===== src/hw/rtl/bbc_pkg.sv =====
package bbc_pkg;

  // Status codes carried by every result.
  localparam logic [1:0] ST_OK       = 2'd0;
  localparam logic [1:0] ST_MISMATCH = 2'd1;
  localparam logic [1:0] ST_UNCLOSED = 2'd2;
  localparam logic [1:0] ST_OVERFLOW = 2'd3;

  // One input request: a byte of source text and the end marker.
  typedef struct packed {
    logic [7:0] ch;
    logic       end_of_text;
  } in_t;

  // One result.
  typedef struct packed {
    logic [1:0]  status;
    logic [23:0] line_number;
    logic [8:0]  depth;
  } out_t;

endpackage


===== src/hw/rtl/bbc_core.sv =====
module bbc_core #(
  parameter int STACK_ENTRIES = 256
) (
  input  logic                             clk_i,
  input  logic                             rst_ni,
  input  logic                             accept_i,
  input  bbc_pkg::in_t                     req_i,
  output bbc_pkg::out_t                    res_o,
  output logic                             ram_we_o,
  output logic [$clog2(STACK_ENTRIES)-1:0] ram_waddr_o,
  output logic [1:0]                       ram_wdata_o,
  output logic [$clog2(STACK_ENTRIES)-1:0] ram_raddr_o,
  input  logic [1:0]                       ram_rdata_i
);

  import bbc_pkg::*;

  localparam int AW  = $clog2(STACK_ENTRIES);
  localparam int SPW = $clog2(STACK_ENTRIES + 1);

  localparam logic [7:0] CH_LPAR  = 8'h28;
  localparam logic [7:0] CH_LBRK  = 8'h5B;
  localparam logic [7:0] CH_LBRC  = 8'h7B;
  localparam logic [7:0] CH_RPAR  = 8'h29;
  localparam logic [7:0] CH_RBRK  = 8'h5D;
  localparam logic [7:0] CH_RBRC  = 8'h7D;
  localparam logic [7:0] CH_DQ    = 8'h22;
  localparam logic [7:0] CH_SQ    = 8'h27;
  localparam logic [7:0] CH_HASH  = 8'h23;
  localparam logic [7:0] CH_D     = 8'h64;
  localparam logic [7:0] CH_SLASH = 8'h2F;
  localparam logic [7:0] CH_STAR  = 8'h2A;
  localparam logic [7:0] CH_NL    = 8'h0A;
  localparam logic [7:0] CH_SPACE = 8'h20;

  localparam logic [1:0] KIND_NONE = 2'd3;
  localparam logic [23:0] LINE_MAX = 24'hFFFFFF;

  typedef enum logic [4:0] {
    LEX_NORMAL  = 5'b00001,
    LEX_SQUOTE  = 5'b00010,
    LEX_DQUOTE  = 5'b00100,
    LEX_DIRECT  = 5'b01000,
    LEX_COMMENT = 5'b10000
  } lex_mode_e;

  lex_mode_e        mode_q, mode_d;
  logic [7:0]       prev_q, prev_d;
  logic [SPW-1:0]   sp_q, sp_d;
  logic [23:0]      line_q, line_d;
  logic [1:0]       held_q, held_d;
  logic [1:0]       top_q, top_d;
  logic [1:0]       ok_kind_w;

  function automatic logic [1:0] opener_kind(input logic [7:0] c);
    logic [1:0] k;
    case (c)
      CH_LPAR: k = 2'd0;
      CH_LBRK: k = 2'd1;
      CH_LBRC: k = 2'd2;
      default: k = KIND_NONE;
    endcase
    return k;
  endfunction

  function automatic logic [1:0] closer_kind(input logic [7:0] c);
    logic [1:0] k;
    case (c)
      CH_RPAR: k = 2'd0;
      CH_RBRK: k = 2'd1;
      CH_RBRC: k = 2'd2;
      default: k = KIND_NONE;
    endcase
    return k;
  endfunction

  // Per-byte update. The top of stack lives in top_q; the RAM holds every
  // pushed entry, and the entry under the top is prefetched each cycle so a
  // pop can follow any operation in the next cycle. A push writes at sp while
  // the prefetch reads at sp - 1, so the two ports never meet on one entry.
  always_comb begin
    logic [1:0] ok_kind;
    logic [1:0] cl_kind;
    logic       normal;
    logic [1:0] status;

    ok_kind  = opener_kind(req_i.ch);
    cl_kind  = closer_kind(req_i.ch);
    normal   = !(mode_q inside {LEX_SQUOTE, LEX_DQUOTE, LEX_DIRECT, LEX_COMMENT});
    mode_d   = mode_q;
    prev_d   = prev_q;
    sp_d     = sp_q;
    line_d   = line_q;
    held_d   = held_q;
    top_d    = top_q;
    ram_we_o = 1'b0;
    status   = held_q;

    if (accept_i && held_q == ST_OK) begin
      if (req_i.ch == CH_NL && line_q != LINE_MAX) begin
        line_d = line_q + 24'd1;
      end

      // Bracket check in normal mode only.
      if (normal) begin
        if (ok_kind != KIND_NONE) begin
          if (sp_q == SPW'(STACK_ENTRIES)) begin
            held_d = ST_OVERFLOW;
          end else begin
            ram_we_o = 1'b1;
            sp_d     = sp_q + SPW'(1);
            top_d    = ok_kind;
          end
        end else if (cl_kind != KIND_NONE) begin
          if (sp_q != '0 && top_q == cl_kind) begin
            sp_d  = sp_q - SPW'(1);
            top_d = ram_rdata_i;
          end else begin
            held_d = ST_MISMATCH;
          end
        end
      end

      // Lexical mode follows the byte unless it raised an error.
      if (held_d == ST_OK) begin
        case (mode_q)
          LEX_SQUOTE: begin
            if (req_i.ch == CH_SQ) mode_d = LEX_NORMAL;
          end
          LEX_DQUOTE: begin
            if (req_i.ch == CH_DQ) mode_d = LEX_NORMAL;
          end
          LEX_DIRECT: begin
            if (req_i.ch == CH_NL) mode_d = LEX_NORMAL;
          end
          LEX_COMMENT: begin
            if (prev_q == CH_STAR && req_i.ch == CH_SLASH) mode_d = LEX_NORMAL;
          end
          default: begin
            if (req_i.ch == CH_DQ) mode_d = LEX_DQUOTE;
            else if (req_i.ch == CH_SQ) mode_d = LEX_SQUOTE;
            else if (prev_q == CH_HASH && req_i.ch == CH_D) mode_d = LEX_DIRECT;
            else if (prev_q == CH_SLASH && req_i.ch == CH_STAR) mode_d = LEX_COMMENT;
            else mode_d = LEX_NORMAL;
          end
        endcase
        prev_d = req_i.ch;
      end
    end

    // Result of this byte.
    status = held_d;
    if (req_i.end_of_text && held_d == ST_OK && sp_d != '0) begin
      status = ST_UNCLOSED;
    end
    res_o.status      = status;
    res_o.line_number = line_d;
    res_o.depth       = 9'(sp_d);

    // The final byte returns the checker to its initial state.
    if (accept_i && req_i.end_of_text) begin
      mode_d = LEX_NORMAL;
      prev_d = CH_SPACE;
      sp_d   = '0;
      line_d = 24'd1;
      held_d = ST_OK;
    end
  end

  // Stack RAM addressing.
  assign ok_kind_w   = opener_kind(req_i.ch);
  assign ram_waddr_o = sp_q[AW-1:0];
  assign ram_wdata_o = ok_kind_w;
  assign ram_raddr_o = AW'(sp_d - SPW'(2));

  // Checker state.
  always_ff @(posedge clk_i or negedge rst_ni) begin
    if (!rst_ni) begin
      mode_q <= LEX_NORMAL;
      prev_q <= CH_SPACE;
      sp_q   <= '0;
      line_q <= 24'd1;
      held_q <= ST_OK;
      top_q  <= 2'd0;
    end else begin
      mode_q <= mode_d;
      prev_q <= prev_d;
      sp_q   <= sp_d;
      line_q <= line_d;
      held_q <= held_d;
      top_q  <= top_d;
    end
  end

endmodule


===== config.mk =====
export PLATFORM = sky130hd
export DESIGN_NAME = bbc_core
export DESIGN_NICKNAME = d
export VERILOG_FILES = /design/src/hw/rtl/bbc_pkg.sv /design/src/hw/rtl/bbc_core.sv
export SDC_FILE = /design/constraint.sdc
export NUM_CORES = 1
export LEC_CHECK = 0
export BUFFER_PORTS_ARGS = -buffer_cell sky130_fd_sc_hd__buf_2
export CORE_MARGIN = 2
export CORE_UTILIZATION = 46
export CTS_BUF_LIST = sky130_fd_sc_hd__clkbuf_8
export CTS_CLUSTER_SIZE = 20
export DETAILED_ROUTE_END_ITERATION = 8
export PLACE_DENSITY = 0.65
export SLEW_MARGIN = 25
export SYNTH_ARGS = -nofsm -noshare
export SYNTH_HDL_FRONTEND = slang
export SYNTH_SLANG_ARGS = --single-unit
export TNS_END_PERCENT = 1

===== constraint.sdc =====
create_clock -name clk_i -period 8.25 [get_ports clk_i]
set_input_delay 1.2375 -clock clk_i [delete_from_list [all_inputs] [get_ports clk_i]]
set_output_delay 1.2375 -clock clk_i [all_outputs]
set_load 0.005 [all_outputs]

==> metrics.md, run 1 <==
| Metric | Value |
|---|---|
| Die Span Y | 92.1 um |
| Status | finished clean |
| Initial antenna violation count | 0 |
| DR pass1 iterations | 4 |
| Post-Syn Instances | 404 |
| DIE AREA | 0.00849 mm^2 |
| Cell Int Power | 0.000391 W |
| Post_cts resized | 0 |
| Logic pwr share | 26.3% |
| Async SR Flop Fraction | 100% |
| Hold violation count in the final report | 0 |
| Post-synthesis cell type count | 69 |
| HP Class | flip-flop to flip-flop |
| FF+latch count, synth | 50 |
| Synthesized area | 0.00357 mm^2 |
| Antenna cells | 0 |
| Share of layout cells above drive strength 1 | 22.2% |
| Rows | 32 |
| Cell mode on critical path | buf_2 |
| Die W | 92.1 um |
| DPL Wire Length | 6250 um |
| Final nets | 472 |
| Total grt overflow | 0 |
| Bufs on Longest Clock Path | 2 |
| CP Capture Point | ram_raddr_o[7] |
| Final routed DRC violation total | 0 |
| Count of final setup violators | 0 |
| Crit path from | req_i[3] |
| DP Area | 0.00391 mm^2 |
| Max VDD drop | 0.108 mV |
| Ys Warns | 0 |
| Maxcap violations | 0 |
| First-pass GRT wire length | 14000 um |
| Final wirelength | 8380 um |
| CP max stage delay | 0.66 ns |
| Hold-fix buffers, CTS | 0 |
| Vias per cell | 5.59 |
| Max transition margin | 49.2% |
| Worst Tran Pin Value | 0.753 ns |
| Synth Net Count | 422 |
| Clk network pwr share | 27.4% |
| Cts bufs inserted | 5 |
| RSZ-0062 raised after global routing | false |
| Critical setup path kind | primary input to primary output |
| R2R Path End | line_q[16] |
| Htree depth | 2 |
| Port Buffer Count | 67 |
| Wirelength per Cell | 15.0 um |
| Initial cell density of the core | 47.0% |
| Switching fraction of total power | 32.0% |
| Post-synth top flop | dfrtp_1 |
| Post-synthesis sequential area ratio | 35.1% |
| Setup Fix Bufs, Post-CTS | 0 |
| Post-Route Utilization | 52.6% |
| PwrDens | 144 mW/mm^2 |
| Clock transition at path regs | 0.10 ns |
| RR Startpoint | held_q[1] |
| Slowest CP cell | or4b_1 |
| Via count | 3114 |
| Critical path arrival | 4.55 ns |
| Core area | 0.00761 mm^2 |
| Largest net degree at the start of global routing | 51 |
| Synthesized area per cell | 8.85 um^2 |
| Gpl congestion | 0.931 |
| Root Buffer Master | clkbuf_8 |
| Critical Path Fanout Max | 9 |
| Top Ports | 68 |
| Max Freq | 0.173 GHz |
| Post-route cell area | 0.00401 mm^2 |
| Area grow syn2layout | 12.1% |
| CP Capture Type | primary output |
| Net switching power figure | 0.000184 W |
| Vias in the first global route | 3011 |
| Overall routing resource usage | 20.2% |
| Fin Clk Skew | 0.00426 ns |
| Routed Antenna Nets | 0 |
| CP startpoint kind | primary input |
| Final worst path period need | 5.79 ns |
| Leading cell types in the layout, fill and taps excluded | 67 x buf_2, 47 x dfrtp_1, 39 x and2_1, 36 x nor2_1, 29 x nand2_1 |
| Critical Path RT | 7.01 ns |
| Reg power frac | 46.3% |
| Critical path, cell by cell | buf_2 -> or4b_1 -> nor4_2 -> a211oi_2 -> nor3_1 -> nor2_1 -> a21oi_1 -> xor2_1 -> nand2_1 -> ha_1 -> and2_1 -> and4_4 -> nor3_2 -> buf_2 |
| Post-synth EDFFs | 0 |
| Initial DRC count | 87 |
| Worst-skew pair later-pin latency | 0.30 ns |
| TritonCTS clock tree | built |
| Final Max Tran Viols | 0 |
| Worst R2R Path Depth | 7 |
| Ratio of final minimum period to clock period | 70.2% |
| TNS Setup | 0 ns |
| Clk sink count | 50 |
| Most common cell after layout, fill and taps aside | buf_2 |
| FF-to-FF setup slack | 5.37 ns |
| Lkg Pwr | 1.94 nW |
-- flip-flops by register name (all words and copies together) (netlist names) --
name    count
line_q     24
mode_q      5
held_q      2
sp_q        9
top_q       2
prev_q      8
-- power groups by stage --
stage / sequential (W) / clock (W) / combinational (W)
5_1_grt: 0.000268 / 0.000173 / 0.000172
2_1_floorplan: 0.000267 / 0 / 0.000107
6_report: 0.000266 / 0.000157 / 0.000151
3_5_place_dp: 0.000270 / 0 / 0.000152
3_3_place_gp: 0.000270 / 0 / 0.000150
4_1_cts: 0.000266 / 0.000163 / 0.000153
-- cell usage after synthesis (3+ instances only) --
cell      instances  area share, %
nand2_1          29            3.0
xnor2_1          17            4.2
nand4_1          10            1.8
mux2i_1          11            3.1
and2_1           39            6.8
nor3_1            9            1.3
and4_1            6            1.5
a21o_1            3           0.63
nor2_1           36            3.8
or3_1             7            1.2
dfrtp_1          47             33
ha_1              4            1.4
nor2b_1           3           0.53
xor2_1           14            3.4
o21ai_0          10            1.4
o32ai_1           3           0.74
dfstp_2           3            2.2
nand3b_1          7            1.5
clkbuf_1         13            1.4
a211o_1           3           0.74
buf_4             9            1.9
nor4_1            4           0.70
nor4b_1           5            1.2
inv_1            20            2.1
a21oi_1          14            2.0
and3_1            9            1.6
nand3_1          15            2.1
-- how the worst min path moves through the flow --
stage | startpoint | to | depth (start not counted) | slack [ns]
2_1_floorplan | prev_q[4] | prev_q[4] | 2 | 0.49
3_3_place_gp | prev_q[4] | prev_q[4] | 2 | 0.51
3_5_place_dp | prev_q[6] | prev_q[6] | 2 | 0.52
4_1_cts | prev_q[6] | prev_q[6] | 2 | 0.55
5_1_grt | prev_q[4] | prev_q[4] | 2 | 0.57
6_report | prev_q[6] | prev_q[6] | 2 | 0.54
-- metrics by stage --
stage | total power [W] | setup slack, ns | hold slack, ns | instances
6_report | 0.000575 | 2.46 | 0.543 | 557
5_1_grt | 0.000612 | 2.24 | 0.572 | 557
4_1_cts | 0.000582 | 2.47 | 0.545 | 557
3_5_place_dp | 0.000422 | 2.45 | 0.520 | 549
3_3_place_gp | 0.000420 | 2.56 | 0.514 | 549
2_1_floorplan | 0.000375 | 2.90 | 0.490 | 404
-- final cells by class --
class                           instances  area, um^2
Clock inverter                          2        16.3
Multi-Input combinational cell        308        2100
Sequential cell                        50        1250
Clock buffer                            6        82.6
Timing Repair Buffer                   69         350
Fill cell                             732        3600
Inverter                               20        75.1
Tap cell                              102         128
-- critical path: cells and delay by family --
family          cells  cell delay [ns]
buf+inv             2             0.28
fa+ha+maj           1             0.26
simple gates        8             2.21
compound gates      2             0.34
xor+xnor            1             0.22
-- cells by family after synthesis --
kind of cell    share of synthesized area, %
compound gates                          13.8
xor+xnor                                7.60
fa+ha+maj                               1.40
buf+inv                                 6.27
flops                                   35.1
mux                                     3.71
simple gates                            32.1
-- per-layer routing --
layer	track usage, %	vias to the layer above	part of all wire (%)
met4	3.98	0	0.48
met1	26.3	1506	46
met2	35.7	75	49
li1	-	1529	-
met3	3.45	4	4.4
met5	0	-	0
Power figures use the tool's default switching activity.
==> run 2: changes to the inputs <==
--- a/config.mk
+++ b/config.mk
@@ -5,6 +5,7 @@
 export SDC_FILE = /design/constraint.sdc
 export NUM_CORES = 1
 export LEC_CHECK = 0
+export ABC_AREA = 1
 export BUFFER_PORTS_ARGS = -buffer_cell sky130_fd_sc_hd__buf_2
 export CORE_MARGIN = 2
 export CORE_UTILIZATION = 46
==> constraint.sdc (replaced) <==
create_clock -name clk_i -period 6 [get_ports clk_i]
set_input_delay 0.9 -clock clk_i [delete_from_list [all_inputs] [get_ports clk_i]]
set_output_delay 0.9 -clock clk_i [all_outputs]
set_load 0.005 [all_outputs]
==> metrics.md, run 2 <==
| Metric | Value |
|---|---|
| Max Freq | 0.247 GHz |
| Slowest CP cell | a21oi_4 |
| Critical path arrival | 3.14 ns |
| Synthesized area | 0.00377 mm^2 |
| Overall routing resource usage | 22.1% |
| Via count | 3643 |
| Max VDD drop | 0.121 mV |
| Worst hold start | mode_q[0] |
| Ys Warns | 0 |
| Most common cell after layout, fill and taps aside | nand2_1 |
| Post-synthesis cell type count | 45 |
| TNS Setup | 0 ns |
| Initial DRC count | 119 |
| Hold-fix buffers, CTS | 0 |
| Post-Route Utilization | 52.3% |
| Rows | 33 |
| Crit path buf inv count | 5 |
| Routed Antenna Nets | 0 |
| Share of layout cells above drive strength 1 | 20.0% |
| Post_cts resized | 0 |
| PwrDens | 166 mW/mm^2 |
| Regs by FF count | line_q (24), sp_q (9), prev_q (8) |
| Post-synthesis sequential area ratio | 33.3% |
| Clock transition at path regs | 0.09 ns |
| Hold violation count in the final report | 0 |
| Status | finished clean |
| Top cells by area, synth | dfrtp_1 31%, nand2_1 13%, inv_1 9.5%, nor2_1 7.0%, nand3_1 5.0% |
| Gpl congestion | 0.987 |
| First-pass GRT wire length | 15900 um |
| Initial cell density of the core | 46.5% |
| Post-synth top flop | dfrtp_1 |
| Htree depth | 2 |
| Root Buffer Master | clkbuf_8 |
| Maxcap violations | 0 |
| Max transition margin | 55.9% |
| Total grt overflow | 0 |
| Port Buffer Count | 67 |
| Cts bufs inserted | 5 |
| Critical path, cell by cell | buf_2 -> inv_1 -> nand2_1 -> nor2_4 -> nand3_2 -> nand3_4 -> nand2_1 -> nand2_1 -> inv_2 -> nand3_1 -> nand2_1 -> a21oi_4 -> inv_1 -> ha_1 -> nand2_1 -> nor2_1 -> nand2_1 -> nand2_1 -> nand2_1 -> buf_2 |
| DR pass1 iterations | 5 |
| Bufs on Longest Clock Path | 2 |
| Critical Path RT | 5.10 ns |
| Max FFs per register | 24 |
| CP max stage delay | 0.20 ns |
| R2R Path End | prev_q[1] |
| Ratio of final minimum period to clock period | 67.4% |
| Fin Clk Skew | 0.0128 ns |
| Leading area contributor after synthesis | dfrtp_1 |
| Die W | 94.5 um |
| Final Max Tran Viols | 0 |
| Count of final setup violators | 0 |
| Antenna cells | 0 |
| Initial antenna violation count | 0 |
| Worst-skew pair later-pin latency | 0.31 ns |
| Top Ports | 68 |
| Worst R2R Path Depth | 12 |
| Synth top area share | 31.2% |
| Top cells by count, synth | 130 x nand2_1, 95 x inv_1, 70 x nor2_1 |
| Post-synth EDFFs | 0 |
| Fill cells | 855 |
| CP Capture Type | primary output |
| Cell family with most CP delay | simple AND/OR/NAND/NOR gates |
| FF+latch count, synth | 50 |
| Critical setup path kind | primary input to primary output |
| DIE AREA | 0.00893 mm^2 |
| Hold path endpoint | mode_q[0] |
| Critical Path Fanout Max | 10 |
| Vias per cell | 5.07 |
| Wirelength per Cell | 12.9 um |
| Hold-critical path depth | 2 |
| Final nets | 631 |
| Vias in the first global route | 3556 |
| Largest net degree at the start of global routing | 51 |
| Die Span Y | 94.5 um |
| Cell mode on critical path | nand2_1 |
| DPL Wire Length | 7190 um |
| Post-Syn Instances | 551 |
| Synthesized area per cell | 6.84 um^2 |
| RR Startpoint | sp_q[0] |
| RSZ-0062 raised after global routing | false |
| Hold_ws | 0.513 ns |
| Most numerous cell in the Yosys netlist | nand2_1 |
| TritonCTS clock tree | built |
| Synth Net Count | 569 |
| Final worst path period need | 4.04 ns |
| Clk sink count | 50 |
| Top reg by flops | line_q |
| Core area | 0.00809 mm^2 |
| Setup Fix Bufs, Post-CTS | 0 |
| Final wirelength | 9250 um |
| HP Class | flip-flop to flip-flop |
| Async SR Flop Fraction | 100% |
| Area grow syn2layout | 12.5% |
| CP startpoint kind | primary input |
| FF-to-FF setup slack | 3.70 ns |
| Final routed DRC violation total | 0 |
| Leading cell types in the layout, fill and taps excluded | 130 x nand2_1, 95 x inv_1, 70 x nor2_1, 67 x buf_2, 47 x dfrtp_1 |
| Lkg Pwr | 2.36 nW |
| Crit path from | req_i[8] |
| Worst Tran Pin Value | 0.662 ns |
-- run 2: report_power, final --
group	internal [W]	switching [W]	total, W
clock	0.0000931	0.000120	0.000213
sequential	0.000352	0.0000129	0.000365
combinational	0.0000428	0.0000827	0.000126
-- run 2: worst max-delay path by stage --
stage,cells after the start,to,slack (ns)
2_1_floorplan,19,ram_raddr_o[7],2.44
3_3_place_gp,19,ram_raddr_o[5],2.07
3_5_place_dp,20,ram_raddr_o[7],1.96
4_1_cts,20,ram_raddr_o[7],1.96
5_1_grt,21,ram_raddr_o[7],1.69
6_report,20,ram_raddr_o[7],1.96
-- run 2: cells by family (layout without fill, tap and decap cells) --
logic type / after synthesis / count (layout) / synth area share (%)
buf+inv: 115 / 178 / 12.9
flops: 50 / 50 / 33.3
compound gates: 48 / 48 / 7.77
fa+ha+maj: 4 / 4 / 1.33
simple gates: 317 / 317 / 40.8
xor+xnor: 17 / 17 / 3.95
-- run 2: metrics by stage --
stage | power [W] | instance area, um^2 | setup slack, ns | std cells
finish | 0.000703 | 4240 | 1.96 | 719
global route | 0.000748 | 4240 | 1.69 | 719
CTS | 0.000712 | 4240 | 1.96 | 719
detailed placement | 0.000497 | 4140 | 1.96 | 711
global placement | 0.000495 | 4140 | 2.07 | 711
floorplan | 0.000452 | 3770 | 2.44 | 551
-- run 2: per-layer routing --
metal / part of all wire, % / vias to the layer above / GRT usage (%) / wire [um]
li1: - / 1870 / - / -
met1: 45 / 1658 / 28.8 / 4120
met2: 49 / 103 / 38.9 / 4520
met3: 5.1 / 12 / 2.63 / 476
met4: 1.3 / 0 / 5.92 / 122
met5: 0 / - / 0 / 0
-- run 2: worst min-delay path: cells and delay by family (launching register included) --
kind / cells / cell delay (ns)
AO/OA/AOI/OAI: 1 / 0.05
flip-flops: 1 / 0.38
AND/OR/NAND/NOR: 1 / 0.09
-- run 2: layout make-up --
class	count	area (um^2)	area share [%]
Clock buffer	6	82.6	1.95
Multi-Input combinational cell	386	2030	47.8
Sequential cell	50	1250	29.6
Tap cell	105	131	3.10
Clock inverter	2	12.5	0.295
Timing Repair Buffer	68	343	8.09
Inverter	102	385	9.10
==> run 3: changes to the inputs <==
--- a/config.mk
+++ b/config.mk
@@ -5,14 +5,14 @@
 export SDC_FILE = /design/constraint.sdc
 export NUM_CORES = 1
 export LEC_CHECK = 0
-export ABC_AREA = 1
+export ABC_AREA = 0
 export BUFFER_PORTS_ARGS = -buffer_cell sky130_fd_sc_hd__buf_2
 export CORE_MARGIN = 2
 export CORE_UTILIZATION = 46
 export CTS_BUF_LIST = sky130_fd_sc_hd__clkbuf_8
 export CTS_CLUSTER_SIZE = 20
 export DETAILED_ROUTE_END_ITERATION = 8
-export PLACE_DENSITY = 0.65
+export PLACE_DENSITY = 0.68
 export SLEW_MARGIN = 25
 export SYNTH_ARGS = -nofsm -noshare
 export SYNTH_HDL_FRONTEND = slang
==> constraint.sdc (replaced) <==
create_clock -name clk_i -period 3.6 [get_ports clk_i]
set_input_delay 0.54 -clock clk_i [delete_from_list [all_inputs] [get_ports clk_i]]
set_output_delay 0.54 -clock clk_i [all_outputs]
set_load 0.005 [all_outputs]
==> metrics.md, run 3 (same netlist as run 1, synthesis figures left out) <==
| Metric | Value |
|---|---|
| Status | finished with violations |
| Violated checks | negative setup slack |
| Hold violation count in the final report | 0 |
| Initial cell density of the core | 47.0% |
| Max Freq | 0.261 GHz |
| Max FFs per register | 24 |
| Gpl congestion | 0.906 |
| Most common cell after layout, fill and taps aside | buf_2 |
| Net switching power figure | 0.000465 W |
| Final worst path period need | 3.84 ns |
| Final Worst Setup Slack | -0.236 ns |
| Antenna cells | 0 |
| Reg power frac | 40.7% |
| Worst Tran Pin Value | 0.845 ns |
| Core area | 0.00761 mm^2 |
| Final routed DRC violation total | 0 |
| Clock transition at path regs | 0.11 ns |
| Ratio of final minimum period to clock period | 107% |
| Fin Clk Skew | 0.0115 ns |
| Post-Route Utilization | 61.8% |
| RSZ-0062 raised after global routing | true |
| Lkg Pwr | 2.33 nW |
| Overall routing resource usage | 22.1% |
| Worst-skew pair later-pin latency | 0.31 ns |
| DIE AREA | 0.00849 mm^2 |
| Fill cells | 652 |
| Routed Antenna Nets | 0 |
| Critical Path Fanout Max | 4 |
| Via count | 3406 |
| Logic pwr share | 31.4% |
| Hold-fix buffers, CTS | 0 |
| CP startpoint kind | primary input |
| Clk network pwr share | 27.9% |
| DPL Wire Length | 6950 um |
| Bufs on Longest Clock Path | 2 |
| Die W | 92.1 um |
| Htree depth | 2 |
| Top Ports | 68 |
| Clk sink count | 50 |
| Root Buffer Master | clkbuf_8 |
| Port Buffer Count | 67 |
| Critical path arrival | 3.30 ns |
| Final nets | 535 |
| First-pass GRT wire length | 15400 um |
| Initial DRC count | 128 |
| Share of layout cells above drive strength 1 | 37.1% |
| DR pass1 iterations | 5 |
| Cts bufs inserted | 5 |
| HP Class | primary input to asynchronous set/reset pin |
| Rows | 32 |
| Cell Int Power | 0.00102 W |
| Register area | 0.00126 mm^2 |
| CP Capture Type | primary output |
| Maxcap violations | 0 |
| Total grt overflow | 0 |
| Area of the multi-input gates | 0.00228 mm^2 |
| Top reg by flops | line_q |
| PwrDens | 316 mW/mm^2 |
| Initial antenna violation count | 0 |
| Final wirelength | 9380 um |
| Critical Path RT | 3.06 ns |
| Vias per cell | 5.49 |
| Die Span Y | 92.1 um |
| Leading cell types in the layout, fill and taps excluded | 65 x buf_2, 62 x buf_4, 46 x dfrtp_1, 38 x and2_1, 35 x nor2_1 |
| Wirelength per Cell | 15.1 um |
| Count of final setup violators | 6 |
| Final Max Tran Viols | 0 |
| Critical setup path kind | primary input to primary output |
| Regs by FF count | line_q (24), sp_q (9), prev_q (8) |
| Max transition margin | 43.7% |
| Switching fraction of total power | 31.3% |
| Largest net degree at the start of global routing | 39 |
| Vias in the first global route | 3360 |
| Pwr Total | 0.00148 W |
| Area grow syn2layout | 31.6% |
| Max VDD drop | 0.232 mV |
| TritonCTS clock tree | built |
run 3: area by class of cell:
type	instances	area share, %
multi-input combinational	308	48.6
sequential	50	26.7
tap	102	2.71
clock buffer	5	1.46
timing repair buffer	132	18.0
clock inverter	3	0.931
inverter	20	1.60
run 3: per-stage QoR:
step                instances  TNS (ns)  setup slack, ns  instance area [um^2]  hold slack, ns
finish                    620    -0.879           -0.236                  4700           0.325
global placement          604     -1.18           -0.257                  4360           0.507
global route              620     -1.50           -0.308                  4700           0.391
floorplan                 404   -0.0914          -0.0914                  3630           0.244
CTS                       616    -0.508           -0.183                  4570           0.355
detailed placement        604     -1.46           -0.332                  4360           0.518
run 3: power by group through the flow:
stage                     combinational (W)  sequential (W)  clock, W
after CTS                          0.000424        0.000603  0.000435
final                              0.000466        0.000604  0.000414
after detailed placement           0.000411        0.000613         0
after floorplan                    0.000255        0.000613         0
after global placement             0.000407        0.000613         0
after global routing               0.000510        0.000607  0.000447
run 3: worst paths after layout:
path	start	endpoint	slack [ns]	cells after the start
min in group clk_i	prev_q[6]	prev_q[6]	0.53	2
max in group asynchronous	rst_ni	mode_q[0]	2.48	2
min reg2reg	prev_q[6]	prev_q[6]	0.53	2
max reg2reg	sp_q[0]	prev_q[4]	0.95	11
max	req_i[8]	ram_raddr_o[7]	-0.24	14
min	rst_ni	line_q[13]	0.33	1
run 3: what timing repair did:
item                                    4_1_cts  5_1_grt
pin swaps                                    16       16
endpoints found under the setup margin       10        9
endpoints found under the hold margin         0        0
cloned                                        0        0
resized for setup                            15       20
buffers inserted                              4        4
run 3: critical path, stage by stage:
cell and delay (ns):
buf_6 0.09, or4b_4 0.56, o311a_4 0.39, a211oi_4 0.36, nor3_4 0.08, nor2_2 0.14
a21oi_2 0.06, xor2_1 0.22, nand2_1 0.13, ha_4 0.19, and2_4 0.12, and4_4 0.17
nor3_2 0.09, buf_2 0.14
run 3: metal layers:
layer / track usage (%) / up-vias / part of all wire, %
met5: 0 / - / 0
met4: 4.48 / 0 / 1.2
li1: - / 1663 / -
met1: 28.8 / 1641 / 45
met3: 3.29 / 12 / 4.3
met2: 39.2 / 90 / 50
